**src/design/gnds_pkg.sv**
```systemverilog
// ----------------------------------------------------------------------------
// gnds_pkg: shared constants and types for the grouped neighbour distance sum
// Widths of the stream fields, memory geometry and the controller command set.
// ----------------------------------------------------------------------------
package gnds_pkg;

  localparam int unsigned MaxVars     = 32;
  localparam int unsigned NumFeatures = 9;
  localparam int unsigned LabelW      = 6;
  localparam int unsigned FeatW       = 16;
  localparam int unsigned SlotW       = $clog2(MaxVars);
  localparam int unsigned FIdxW       = $clog2(NumFeatures);
  localparam int unsigned AccW        = 36;
  // sum of squares: 9 * 65535^2 < 2^36
  localparam int unsigned SumW        = 36;
  // radicand = sum << 16
  localparam int unsigned RadW        = SumW + 16;
  localparam int unsigned RootW       = RadW / 2;
  localparam int unsigned RootCntW    = $clog2(RootW + 1);
  localparam int unsigned InTdataW    = 160;
  localparam int unsigned OutTdataW   = 40;

  localparam logic [AccW-1:0] AccMax = '1;

  // controller to datapath
  typedef struct packed {
    logic             load;       // capture input word
    logic             sel_col;    // 0: row memory, 1: column memory
    logic             clr_sum;    // clear sum of squares
    logic             mem_rd;     // read one stored feature
    logic             sq_add;     // add squared difference of read feature
    logic             mem_wr;     // write one feature
    logic [FIdxW-1:0] fidx;
    logic             root_start;
    logic             root_step;
    logic             acc_add;    // add root into total
    logic             clr_total;
    logic             out_load;   // move total into output register
  } gnds_cmd_t;

  // datapath to controller
  typedef struct packed {
    logic row_hit;
    logic col_hit;
    logic row_seen;
    logic col_seen;
    logic last;
    logic root_done;
  } gnds_sts_t;

endpackage

```
**src/design/gnds_ctrl.sv**
```systemverilog
// ----------------------------------------------------------------------------
// gnds_ctrl: sequencer for one row word
// Walks the row group then the column group: for a seen slot read/square, root,
// accumulate; store in every hit group; then emits the total on a last row.
// ----------------------------------------------------------------------------
module gnds_ctrl import gnds_pkg::*; (
  input  logic      clk_i,
  input  logic      rst_ni,
  input  logic      in_valid_i,
  output logic      in_ready_o,
  output logic      out_valid_o,
  input  logic      out_ready_i,
  input  gnds_sts_t sts_i,
  output gnds_cmd_t cmd_o
);

  localparam logic [2:0] StIdle  = 3'd0;
  localparam logic [2:0] StGroup = 3'd1;
  localparam logic [2:0] StRead  = 3'd2;
  localparam logic [2:0] StRoot  = 3'd3;
  localparam logic [2:0] StAcc   = 3'd4;
  localparam logic [2:0] StWrite = 3'd5;
  localparam logic [2:0] StDone  = 3'd6;

  logic [2:0]       state_q, state_d;
  logic             col_q, col_d;
  logic [FIdxW:0]   idx_q, idx_d;   // read phase runs one past the last feature
  logic             ovld_q, ovld_d;
  logic             hit, seen;

  assign hit  = col_q ? sts_i.col_hit : sts_i.row_hit;
  assign seen = col_q ? sts_i.col_seen : sts_i.row_seen;
  assign in_ready_o  = (state_q == StIdle) && (!ovld_q || out_ready_i);
  assign out_valid_o = ovld_q;

  always_comb begin
    state_d = state_q;
    col_d   = col_q;
    idx_d   = idx_q;
    ovld_d  = ovld_q && !out_ready_i;
    cmd_o   = '0;
    cmd_o.sel_col = col_q;
    cmd_o.fidx    = FIdxW'(idx_q);
    unique case (state_q)
      StIdle: begin
        if (in_valid_i && in_ready_o) begin
          cmd_o.load = 1'b1;
          col_d      = 1'b0;
          state_d    = StGroup;
        end
      end
      StGroup: begin
        idx_d         = '0;
        cmd_o.clr_sum = 1'b1;
        if (!hit) begin
          if (col_q) state_d = StDone;
          else       col_d   = 1'b1;
        end else if (seen) begin
          state_d = StRead;
        end else begin
          state_d = StWrite;
        end
      end
      StRead: begin
        // square of the feature read last cycle is added while the next is read
        if (idx_q != '0) begin
          cmd_o.sq_add = 1'b1;
        end
        if (idx_q == (FIdxW+1)'(NumFeatures)) begin
          state_d = StAcc;
          idx_d   = '0;
        end else begin
          cmd_o.mem_rd = 1'b1;
          idx_d        = idx_q + 1'b1;
        end
      end
      StAcc: begin
        // first pass: start root; idx used as phase flag
        if (idx_q == '0) begin
          cmd_o.root_start = 1'b1;
          idx_d            = (FIdxW+1)'(1);
          state_d          = StRoot;
        end else begin
          cmd_o.acc_add = 1'b1;
          idx_d         = '0;
          state_d       = StWrite;
        end
      end
      StRoot: begin
        cmd_o.root_step = 1'b1;
        if (sts_i.root_done) state_d = StAcc;
      end
      StWrite: begin
        cmd_o.mem_wr = 1'b1;
        if (idx_q == (FIdxW+1)'(NumFeatures - 1)) begin
          idx_d = '0;
          if (col_q) begin
            state_d = StDone;
          end else begin
            col_d   = 1'b1;
            state_d = StGroup;
          end
        end else begin
          idx_d = idx_q + 1'b1;
        end
      end
      StDone: begin
        if (sts_i.last) begin
          cmd_o.out_load  = 1'b1;
          cmd_o.clr_total = 1'b1;
          ovld_d          = 1'b1;
        end
        state_d = StIdle;
      end
      default: state_d = StIdle;
    endcase
  end

  always_ff @(posedge clk_i or negedge rst_ni) begin
    if (!rst_ni) begin
      state_q <= StIdle;
      col_q   <= 1'b0;
      idx_q   <= '0;
      ovld_q  <= 1'b0;
    end else begin
      state_q <= state_d;
      col_q   <= col_d;
      idx_q   <= idx_d;
      ovld_q  <= ovld_d;
    end
  end

endmodule

```
**config.mk**
```make
export PLATFORM = sky130hd
export DESIGN_NAME = gnds_ctrl
export DESIGN_NICKNAME = d
export VERILOG_FILES = /design/src/design/gnds_pkg.sv /design/src/design/gnds_ctrl.sv
export SDC_FILE = /design/constraint.sdc
export NUM_CORES = 1
export LEC_CHECK = 0
export BUFFER_PORTS_ARGS = -buffer_cell sky130_fd_sc_hd__buf_2
export CAP_MARGIN = 0
export CORE_UTILIZATION = 49
export CTS_CLUSTER_SIZE = 30
export DETAILED_ROUTE_END_ITERATION = 8
export PLACE_DENSITY = 0.76
export SLEW_MARGIN = 20
export SYNTH_ARGS = -nofsm -noshare
export SYNTH_HDL_FRONTEND = slang
export SYNTH_SLANG_ARGS = --single-unit
```
**constraint.sdc**
```tcl
create_clock -name clk_i -period 4.8 [get_ports clk_i]
set_input_delay 0.24 -clock clk_i [delete_from_list [all_inputs] [get_ports clk_i]]
set_output_delay 0.24 -clock clk_i [all_outputs]
set_load 0.005 [all_outputs]
```
; ---- Yosys cells after proc, flatten, opt, wreduce, memory -nomap -nowiden
; Index checks and enable logic that the tools add are counted.
[classes]
add_sub_neg = 1
n_eq_ne = 14
n_mux = 36
reduce_logical = 13
[ops]
columns = cell, n
row1 = $mux W3, 9
row2 = $pmux W5 S4, 1
row3 = $mux W1, 19
row4 = $pmux W3 S6, 1
row5 = $eq A5 B4 Y1 const B, 2
row6 = $mux W5, 2
row7 = $eq A3 B3 Y1 const B, 3
row8 = $ne A2 B2 Y1 const B, 4
row9 = $eq A3 B2 Y1 const B, 2
row10 = $mux W2, 3
row11 = $add A5 B1 Y5 const B, 1
row12 = $logic_not A5 Y1, 1
row13 = $reduce_and A5 Y1, 1
row14 = $reduce_bool A5 Y1, 1
row15 = $reduce_and A4 Y1, 1
row16 = $reduce_bool A4 Y1, 1
row17 = $eq A3 B1 Y1 const B, 1
row18 = $logic_and A1 B1 Y1, 3
row19 = $logic_not A3 Y1, 1
row20 = $ne A3 B3 Y1 const B, 1
row21 = $pmux W1 S3, 1
row22 = $reduce_bool A3 Y1, 1
row23 = $logic_not A1 Y1, 2
row24 = $ne A2 B1 Y1 const B, 1
row25 = $logic_or A1 B1 Y1, 1
[totals]
regBits = 10
inputBits = 10
output_inout_bits = 17

; ---- Logic depth before layout (Yosys ltp)
; Gate-level depths: netlist of run 1.
[logic_depth]
word_depth = 6
ltp_mapped = 9
mapped_depth_nobuf = 8

; ---- Least setup slack after synthesis of run 1
; Ideal clock, no wire load.
[synth_timing]
path_kind = reg-to-reg
from = register idx_q[1]
to = register idx_q[4]
t_arrival_ns = 1.467
required_ns = 4.662
path_slack_ns = 3.195
stages_incl_launch_ff = 10
path_buffers = 1
synth_period_minus_slack_ns = 1.605
path_cell_list = dfrtp_1 > inv_1 > ha_1 > nand4bb_1 > nand3_2 > inv_2 > or2_1 > buf_6 > a41oi_1 > a31oi_1
[synth_between]
elab_chain_len = 3
elab_cells_between_ends = 6
classes_between = add/sub: 1 / eq/ne: 2 / mux: 3
[synth_rtl]
columns = element, line_no
row1 = from (decl), gnds_ctrl.sv:27  ; logic [FIdxW:0] idx_q, idx_d;
row2 = from (signal assigned), gnds_ctrl.sv:128  ; idx_q <= idx_d;
row3 = $add A5 B1 Y5 (tied with other cells), "gnds_ctrl.sv:74, gnds_ctrl.sv:104"
row4 = "$mux W5, on equally long branches", "gnds_ctrl.sv:95, gnds_ctrl.sv:69"
row5 = $pmux W5 S4 *, gnds_ctrl.sv:44  ; unique case (state_q)
; Mark *: on every way between the ends. The rest lies on a longest branch, timed or not.
; A chain may end at the register's enable or synchronous reset.

==> metrics.txt, run 1 <==
largest net degree at the start of global routing 16; Setup Viol. Count Final 0; via density per instance 5.60; Die Wd 42.9 um; Syn Inst Count 103; Clock Sink Count 10; commonest non-fill, non-tap cell in the layout buf_2; Leakage 0.474 nW; Tightest Hold Check Type in2reg; Cells after DPL 133; grt total ovfl 0; synthesized area per cell 7.97 um2; post-synth cell types 37; DR WL/cell 12.1 um; fraction of layout instances using a drive strength above 1 28.1%; register area share after synthesis 30.5%; Final min period 1940 ps; CTS root buf clkbuf_4; Worst-path clk slew 70 ps; Worst Tran Pin Value 442 ps; Max-slew headroom 70.3%; critical path class reg2out; total power per unit cell area 609 nW/um2; Clk Latency, worst-skew pair 270 ps; Layout Nets 136; CP Launch Type register; Top FF cell, synth dfrtp_1; fin cells 137; Design Area, Final 913 um2; Fin. Hold Viols 0; routed via count 767; Crit Path Max Fanout 7; gpl congestion 0.868; die height 42.9 um; Clock Power Share 10.5%; Setup crit end kind output port; CP max stage delay 440 ps; Reg power frac 32.4%; Worst EP arrival 1700 ps; Longest Clk Path Bufs 2; PortBufs 26; num ports 27; Placed Area 881 um2; Worst R2R Start idx_q[0]; sequence of cells on the critical path inv_1 > ha_1 > nor4b_2 > nand2b_1 > nor2_1 > buf_2; async set-reset flop share out of synthesis 100%; R2R setup slack 2960 ps; CTS Buf Count 3; final setup skew 4.33 ps; hold path endpoint col_q; Initial Util 53.2%; Post-CTS Setup Bufs 0; post-detail-place hpwl 1.24 mm; status finished, final reports clean; XOR/XNOR Fraction of Synth Area 1.07%; Worst IR Drop VDD 0.411 mV; FILL cells 136; commonest cells after routing, fill and taps aside buf_2 (26), nor2_1 (11), nand2_1 (10), dfrtp_1 (10); Net Sw Frac 47.8%; Inserted Diodes 0; Core Region 1540 um2; gr usage total 19.5%; hold_sp in_valid_i; DR DRC count 0; router iterations before antenna repair 4; Psw 0.266 mW; syn nets 116; htree depth 1; Yosys warnings 0; Power Internal 0.290 mW; post-synthesis simple-gate area fraction 29.4%; die footprint 1840 um2; WHS Path Cells 3; Netlist Area Pre-Place 821 um2; post-synthesis mux area share 1.37%; Reg2Reg Depth 6; slowest cell on the critical path dfrtp_1; r2r endpoint idx_q[4]; fmax 0.516 GHz; CTS tree built; Comb pwr share 57.0%; first-pass GRT wire length 2.69 mm; setup_tns 0 ps; RSZ-0062 raised after global routing false; fin crit share 40.4%; Synth Area in Compound Gates 18.9%; FP Rows 14; EDFF count, synth 0; Detailed Route WL 1.66 mm; DRT antenna net count 0; utilization after layout 59.3%; initial DRC count 33; CP required 4560 ps; Synth-to-Final Area Change 11.3%; Max-Cap Viols 0; main combinational cell family by area after synthesis simple AND/OR/NAND/NOR gates; FF+latch count, synth 10; vias in the first global route 630; initial antenna violation count 0; Synth Area in Adders 4.57%; Fin Hold WS 268 ps; Slew Limit Fails 0
stage by stage:
stage               setup slack [ps]  power (mW)
floorplan                       3200       0.447
global placement                3020       0.492
detailed placement              2980       0.495
CTS                             2850       0.556
global route                    2690       0.606
finish                          2860       0.556
routing by layer:
metal / routed length (um) / vias to the layer above / track usage [%] / part of all wire [%]
li1: - / 392 / - / -
met1: 780 / 336 / 26.9 / 47
met2: 725 / 35 / 28.5 / 44
met3: 123 / 4 / 2.98 / 7.4
met4: 27 / 0 / 11.3 / 1.6
met5: 0 / - / 0 / 0
Yosys cell counts, types with 2 or more instances:
library cell | number | area (um2)
nor2_1 | 11 | 41.3
dfrtp_1 | 10 | 250
nand2_1 | 10 | 37.5
buf_4 | 7 | 52.6
nand2b_1 | 6 | 37.5
nor3_1 | 6 | 30.0
inv_1 | 5 | 18.8
a21oi_1 | 4 | 20.0
a31oi_1 | 3 | 18.8
buf_2 | 3 | 15.0
ha_1 | 3 | 37.5
nand3_1 | 3 | 15.0
o21ai_0 | 3 | 15.0
and3_1 | 2 | 12.5
buf_6 | 2 | 22.5
inv_2 | 2 | 7.51
nor2b_1 | 2 | 12.5
o21ai_1 | 2 | 10.0
critical path, delay by kind of cell (launching register included):
kind | cells | cell delay, ps
adders and majority gates | 1 | 190
buffers and inverters | 2 | 200
DFF | 1 | 440
and+or+nand+nor | 3 | 610
area by class of cell:
class	instances	area, um2	share of cell area (%)
sequential	10	250	27.4
clock buffer	3	22.5	2.47
multi-input combinational	74	454	49.7
inverter	7	26.3	2.88
tap	16	20.0	2.19
timing repair buffer	27	140	15.3
logic make-up (layout without fill, tap and decap cells):
group,after synthesis,count (layout)
and+or+nand+nor,46,46
buffers and inverters,19,37
AOI/OAI and AO/OA,23,23
adders and majority gates,3,3
muxes,1,1
DFF,10,10
xor gates and xnor gates,1,1
power by group through the flow:
| stage | registers, mW | logic, mW | clock network, mW |
|---|---|---|---|
| after floorplan | 0.139 | 0.308 | 0 |
| after global placement | 0.181 | 0.311 | 0 |
| after detailed placement | 0.181 | 0.314 | 0 |
| after CTS | 0.179 | 0.316 | 0.0605 |
| after global routing | 0.189 | 0.352 | 0.0641 |
| final | 0.180 | 0.317 | 0.0586 |
repair_timing:
item,in CTS,in global routing
hold buffers,1,0
resized for setup,0,0
endpoints found under the hold margin,10,0
sequential cells by signal, summed over array words and instances, names as in the netlist:
signal and count:
col_q 1, idx_q 5, out_valid_o 1, state_q 3
worst max-delay path by stage:
stage	start	end	slack, ps	cells past startpoint
global route	idx_q[0]	cmd_o[4]	2690	6
finish	idx_q[0]	cmd_o[4]	2860	6
floorplan	idx_q[1]	idx_q[4]	3200	9
global placement	idx_q[0]	idx_q[4]	3020	6
detailed placement	idx_q[0]	idx_q[4]	2980	6
CTS	idx_q[0]	cmd_o[4]	2850	6
(Power assumes the default switching activity.)
==> inputs of run 2 (changes only) <==
clock period = 1.96 ns   (was 4.8 ns; I/O delays follow)
==> metrics.txt, run 2 (same netlist as run 1, synthesis figures left out) <==
Clk Latency, worst-skew pair 270 ps (about the same); die height 42.9 um (unchanged); die footprint 1840 um2 (unchanged); Synth-to-Final Area Change 13.3%; gpl congestion 0.868 (unchanged); CP required 1860 ps (-2700 ps); max FFs per register 5 (unchanged); CP max stage delay 440 ps (about the same); FP Rows 14 (unchanged); routed via count 774 (+0.91%); Inserted Diodes 0 (unchanged); total power per unit cell area 1500 nW/um2 (+150%); CTS root buf clkbuf_4; DR DRC count 0 (unchanged); Layout Nets 136 (unchanged); grt total ovfl 0 (unchanged); Setup Viol. Count Final 0 (unchanged); router iterations before antenna repair 4 (unchanged); CTS Buf Count 3 (unchanged); met1 wire length 775 um (-0.64%); fmax 0.572 GHz; initial DRC count 36 (+9.1%); total power 1.39 mW (+150%); Worst Tran Pin Value 408 ps (-34.0 ps); post-detail-place hpwl 1.24 mm (unchanged); CP Launch Type register; fraction of layout instances using a drive strength above 1 29.8% (+1.7 points); Setup crit end kind output port; multi-input logic area 469 um2 (+3.3%); Longest Clk Path Bufs 2 (unchanged); gr usage total 19.5% (unchanged); vias in the first global route 630 (unchanged); RSZ-0062 raised after global routing false; status finished, final reports clean; Max-Cap Viols 0 (unchanged); Clock Sink Count 10 (unchanged); DR WL/cell 12.1 um (+0.24%); htree depth 1 (unchanged); largest registers idx_q: 5 flops, state_q: 3 flops; Worst-path clk slew 70 ps (about the same); final setup skew 3.97 ps (-0.358 ps); Die Wd 42.9 um (unchanged); setup_tns 0 ps (unchanged); Final min period 1750 ps; fin crit share 89.2%; Worst EP arrival 1650 ps (-50 ps); Core Region 1540 um2 (unchanged); sequence of cells on the critical path inv_1 > ha_1 > nor4b_4 > nand2b_1 > nor2_1 > buf_2; first-pass GRT wire length 2.69 mm (unchanged); Largest Register idx_q; Max-slew headroom 72.6% (+2.3 points); Tightest Hold Check Type in2reg; CTS tree built; via density per instance 5.65 (+0.91%); met3 wire len 134 um (+8.9%); critical path class reg2out; FILL cells 132 (-2.9%); highest metal used met4; commonest cells after routing, fill and taps aside buf_2 (26), nor2_1 (11), nand2_1 (10); Slew Limit Fails 0 (unchanged); Fin. Hold Viols 0 (unchanged); wire length on met2 722 um (-0.41%); register area 251 um2 (+0.50%); slowest cell on the critical path dfrtp_1; Worst IR Drop VDD 1.02 mV (+150%); Crit Path Max Fanout 7 (unchanged); DRT antenna net count 0 (unchanged); Cells after DPL 133 (unchanged); PortBufs 26 (unchanged); initial antenna violation count 0 (unchanged); Detailed Route WL 1.66 mm (+0.24%); commonest non-fill, non-tap cell in the layout buf_2; fin cells 137 (unchanged); largest net degree at the start of global routing 16 (unchanged); num ports 27 (unchanged); Initial Util 53.2% (unchanged); Leakage 0.480 nW (+1.2%)
-- run 2: cell count changes in the layout (fill, tap and decap cells not counted) --
cell	delta
a311oi_1	-1
nor4b_2	-1
dfrtp_1	-1
a311oi_2	+1
nor4b_4	+1
dfrtp_2	+1
-- run 2: worst max-delay path, delay by kind of cell (launching register included) --
kind,cells,cell delay [ps]
DFF,1,440
and+or+nand+nor,3,540
adders and majority gates,1,210
buffers and inverters,2,190
-- run 2: per-stage QoR --
stage	hold slack [ps]	area, um2	utilization [%]	worst slack [ps]
global placement	-30.0	881	57.1	183
global route	146	930	60.3	64.6
floorplan	-198	821	-	355
detailed placement	-26.8	881	57.1	137
finish	130	930	60.3	212
CTS	122	913	59.3	114
-- run 2: final timing paths --
| check | to | slack, ps | startpoint | depth (start not counted) |
|---|---|---|---|---|
| worst min-delay path | out_valid_o | 130 | out_ready_i | 3 |
| worst max register to register | idx_q[4] | 230 | idx_q[0] | 6 |
| worst min register to register | out_valid_o | 550 | out_valid_o | 2 |
| max in group asynchronous | state_q[0] | 1530 | rst_ni | 2 |
| min in group asynchronous | col_q | 220 | rst_ni | 2 |
| worst max-delay path | cmd_o[4] | 210 | idx_q[0] | 6 |
-- run 2: area by class of cell --
| type | count | area share, % |
|---|---|---|
| Timing Repair Buffer | 27 | 15.1 |
| Clock buffer | 3 | 2.42 |
| Inverter | 7 | 2.83 |
| Tap cell | 16 | 2.15 |
| Multi-Input combinational cell | 74 | 50.5 |
| Sequential cell | 10 | 27.1 |
-- run 2: per-layer routing --
| layer | up-vias | GRT usage (%) |
|---|---|---|
| met2 | 37 | 28.5 |
| met3 | 4 | 2.98 |
| met5 | - | 0 |
| met4 | 0 | 11.3 |
| met1 | 343 | 26.9 |
| li1 | 390 | - |
-- run 2: what timing repair did --
action	in CTS	in global routing
endpoints found under the setup margin	0	2
resized for setup	0	3
hold buffers	1	0
buffers inserted	0	0
endpoints found under the hold margin	10	0
-- run 2: report_power, final --
part / switching (mW) / total [mW] / internal, mW
sequential: 0.168 / 0.451 / 0.283
combinational: 0.422 / 0.798 / 0.376
clock: 0.0720 / 0.143 / 0.0710
==> inputs of run 3 (changes only) <==
CELL_PAD_IN_SITES_DETAIL_PLACEMENT = 0   (was not set)
CELL_PAD_IN_SITES_GLOBAL_PLACEMENT = 2   (was not set)
CORE_ASPECT_RATIO = 2   (was not set)
CORE_UTILIZATION = 27   (was 49)
PLACE_DENSITY = 0.75   (was 0.76)
TNS_END_PERCENT = 30   (was not set)
==> metrics.txt, run 3 (same netlist as run 1, synthesis figures left out) <==
status finished, final reports clean; PortBufs 26 (unchanged); CP required 2110 ps (+250 ps); Fin Hold WS 171 ps (+41.1 ps); fin crit share 92.8% (+3.6 points); largest registers idx_q: 5 flops, state_q: 3 flops; Leakage 0.499 nW (+3.9%); DRT antenna net count 0 (unchanged); htree depth 1 (unchanged); FILL cells 326 (+150%); Post-CTS Setup Bufs 0 (unchanged); fmax 0.550 GHz (-3.9%); FP Rows 28 (+14); commonest cells after routing, fill and taps aside buf_2 (26), nor2_1 (11), nand2_1 (10), dfrtp_1 (10); Max-slew headroom 70.8% (-1.8 points); Worst IR Drop VDD 0.494 mV (-52%); sequence of cells on the critical path inv_1 > ha_1 > a311oi_2 > or2_1 > a41oi_1 > a31oi_1; CP max stage delay 440 ps (about the same); Layout Nets 138 (+1.5%); total power 1.54 mW (+10%); Die Wd 41.0 um (-4.5%); R2R setup slack 140 ps (-90 ps); routed via count 792 (+2.3%); WHS Path Cells 3 (unchanged); grt total ovfl 0 (unchanged); CTS Buf Count 3 (unchanged); final setup skew 3.69 ps (-0.277 ps); fraction of layout instances using a drive strength above 1 30.1% (+0.33 points); initial antenna violation count 0 (unchanged); Initial Util 28.2% (-25 points); r2r endpoint idx_q[4]; Fin. Hold Viols 0 (unchanged); Final min period 1820 ps (+71.3 ps); Crit Path Max Fanout 7 (unchanged); Core Region 2910 um2 (+89%); Tightest Hold Check Type in2reg; die height 80.0 um (+86%); num ports 27 (unchanged); vias in the first global route 727 (+15%); Largest Register idx_q; post-detail-place hpwl 1.76 mm (+42%); max FFs per register 5 (unchanged); Clock Sink Count 10 (unchanged); CP Launch Type register; register area 250 um2 (-0.50%); Clk Latency, worst-skew pair 230 ps (-40 ps); Inserted Diodes 0 (unchanged); via density per instance 5.18 (-8.4%); Psw 0.719 mW (+8.6%); Setup Viol. Count Final 0 (unchanged); Worst-path clk slew 50 ps (-20 ps); initial DRC count 27 (-25%); critical path buffer and inverter count 1 (-1); CTS root buf clkbuf_8; Detailed Route WL 2.22 mm (+34%); multi-input logic area 469 um2 (unchanged); Reg2Reg Depth 6 (unchanged); Synth-to-Final Area Change 19.4%; DR WL/cell 14.5 um (+20%); Max-Cap Viols 0 (unchanged); Worst EP arrival 1970 ps (+320 ps); CP top delay family compound AO/OA/AOI/OAI gates; Setup crit end kind register; Slew Limit Fails 0 (unchanged); commonest non-fill, non-tap cell in the layout buf_2; total power per unit cell area 1570 nW/um2 (+4.6%); Net Sw Frac 46.8% (-0.74 points); Worst R2R Start idx_q[0]; gpl congestion 0.763 (-12%); Power Internal 0.816 mW (+12%); CTS tree built; Longest Clk Path Bufs 2 (unchanged); slowest cell on the critical path dfrtp_1; Worst Tran Pin Value 434 ps (+26.4 ps); critical path class reg2reg; Reg power frac 28.7% (-3.7 points); first-pass GRT wire length 3.50 mm (+30%); Clock Power Share 13.6% (+3.3 points); hold_sp out_ready_i; Comb pwr share 57.7% (+0.4 points); DR DRC count 0 (unchanged); hold path endpoint out_valid_o; die footprint 3280 um2 (+78%); largest net degree at the start of global routing 11 (-5); router iterations before antenna repair 4 (unchanged); RSZ-0062 raised after global routing true; gr usage total 15.8% (-3.6 points)
## run 3: tightest hold or removal path, stage by stage
cell	delay [ps]
buf_2	70
nand2b_1	120
nand2b_1	60
## run 3: worst max path at each step
stage                  start        to  slack, ps  cells after the start
floorplan           idx_q[1]  idx_q[4]        360                      9
global placement    idx_q[0]  idx_q[4]        130                      6
detailed placement  idx_q[0]  idx_q[4]         70                      6
CTS                 idx_q[0]  idx_q[4]         50                      6
global route        idx_q[0]  idx_q[4]        -10                      6
finish              idx_q[0]  idx_q[4]        140                      6
## run 3: power groups by stage
stage | clock (mW) | combinational [mW] | sequential [mW]
finish | 0.209 | 0.885 | 0.441
detailed placement | 0 | 0.864 | 0.438
CTS | 0.215 | 0.868 | 0.435
global placement | 0 | 0.867 | 0.438
floorplan | 0 | 0.753 | 0.341
global route | 0.229 | 0.996 | 0.459
## run 3: what timing repair did
item,in CTS,in global routing
hold buffers,1,0
gates resized for setup,0,2
setup endpoints to repair,0,3
endpoints found under the hold margin,10,0
## run 3: cell type report
| type | count | area share, % |
|---|---|---|
| multi-input combinational | 74 | 47.9 |
| inverter | 7 | 2.68 |
| clock buffer | 3 | 4.21 |
| sequential | 10 | 25.5 |
| tap | 30 | 3.83 |
| timing repair buffer | 29 | 15.8 |
## run 3: metal layers
metal	up-vias	GRT usage, %	share of wire (%)
met2	26	27.2	58
met3	2	2.51	3.9
met5	-	0	0
met1	372	17.8	37
li1	392	-	-
met4	0	6.00	0.99
## run 3: metrics by stage
stage	setup TNS [ps]	area [um2]	cells	utilization (%)	setup slack, ps
final	0	980	153	33.7	141
after global routing	-14.0	980	153	33.7	-14.0
after CTS	0	965	153	33.2	49.9
after detailed placement	0	913	149	31.4	70.9
after global placement	0	913	149	31.4	130
after floorplan	0	821	103	-	355
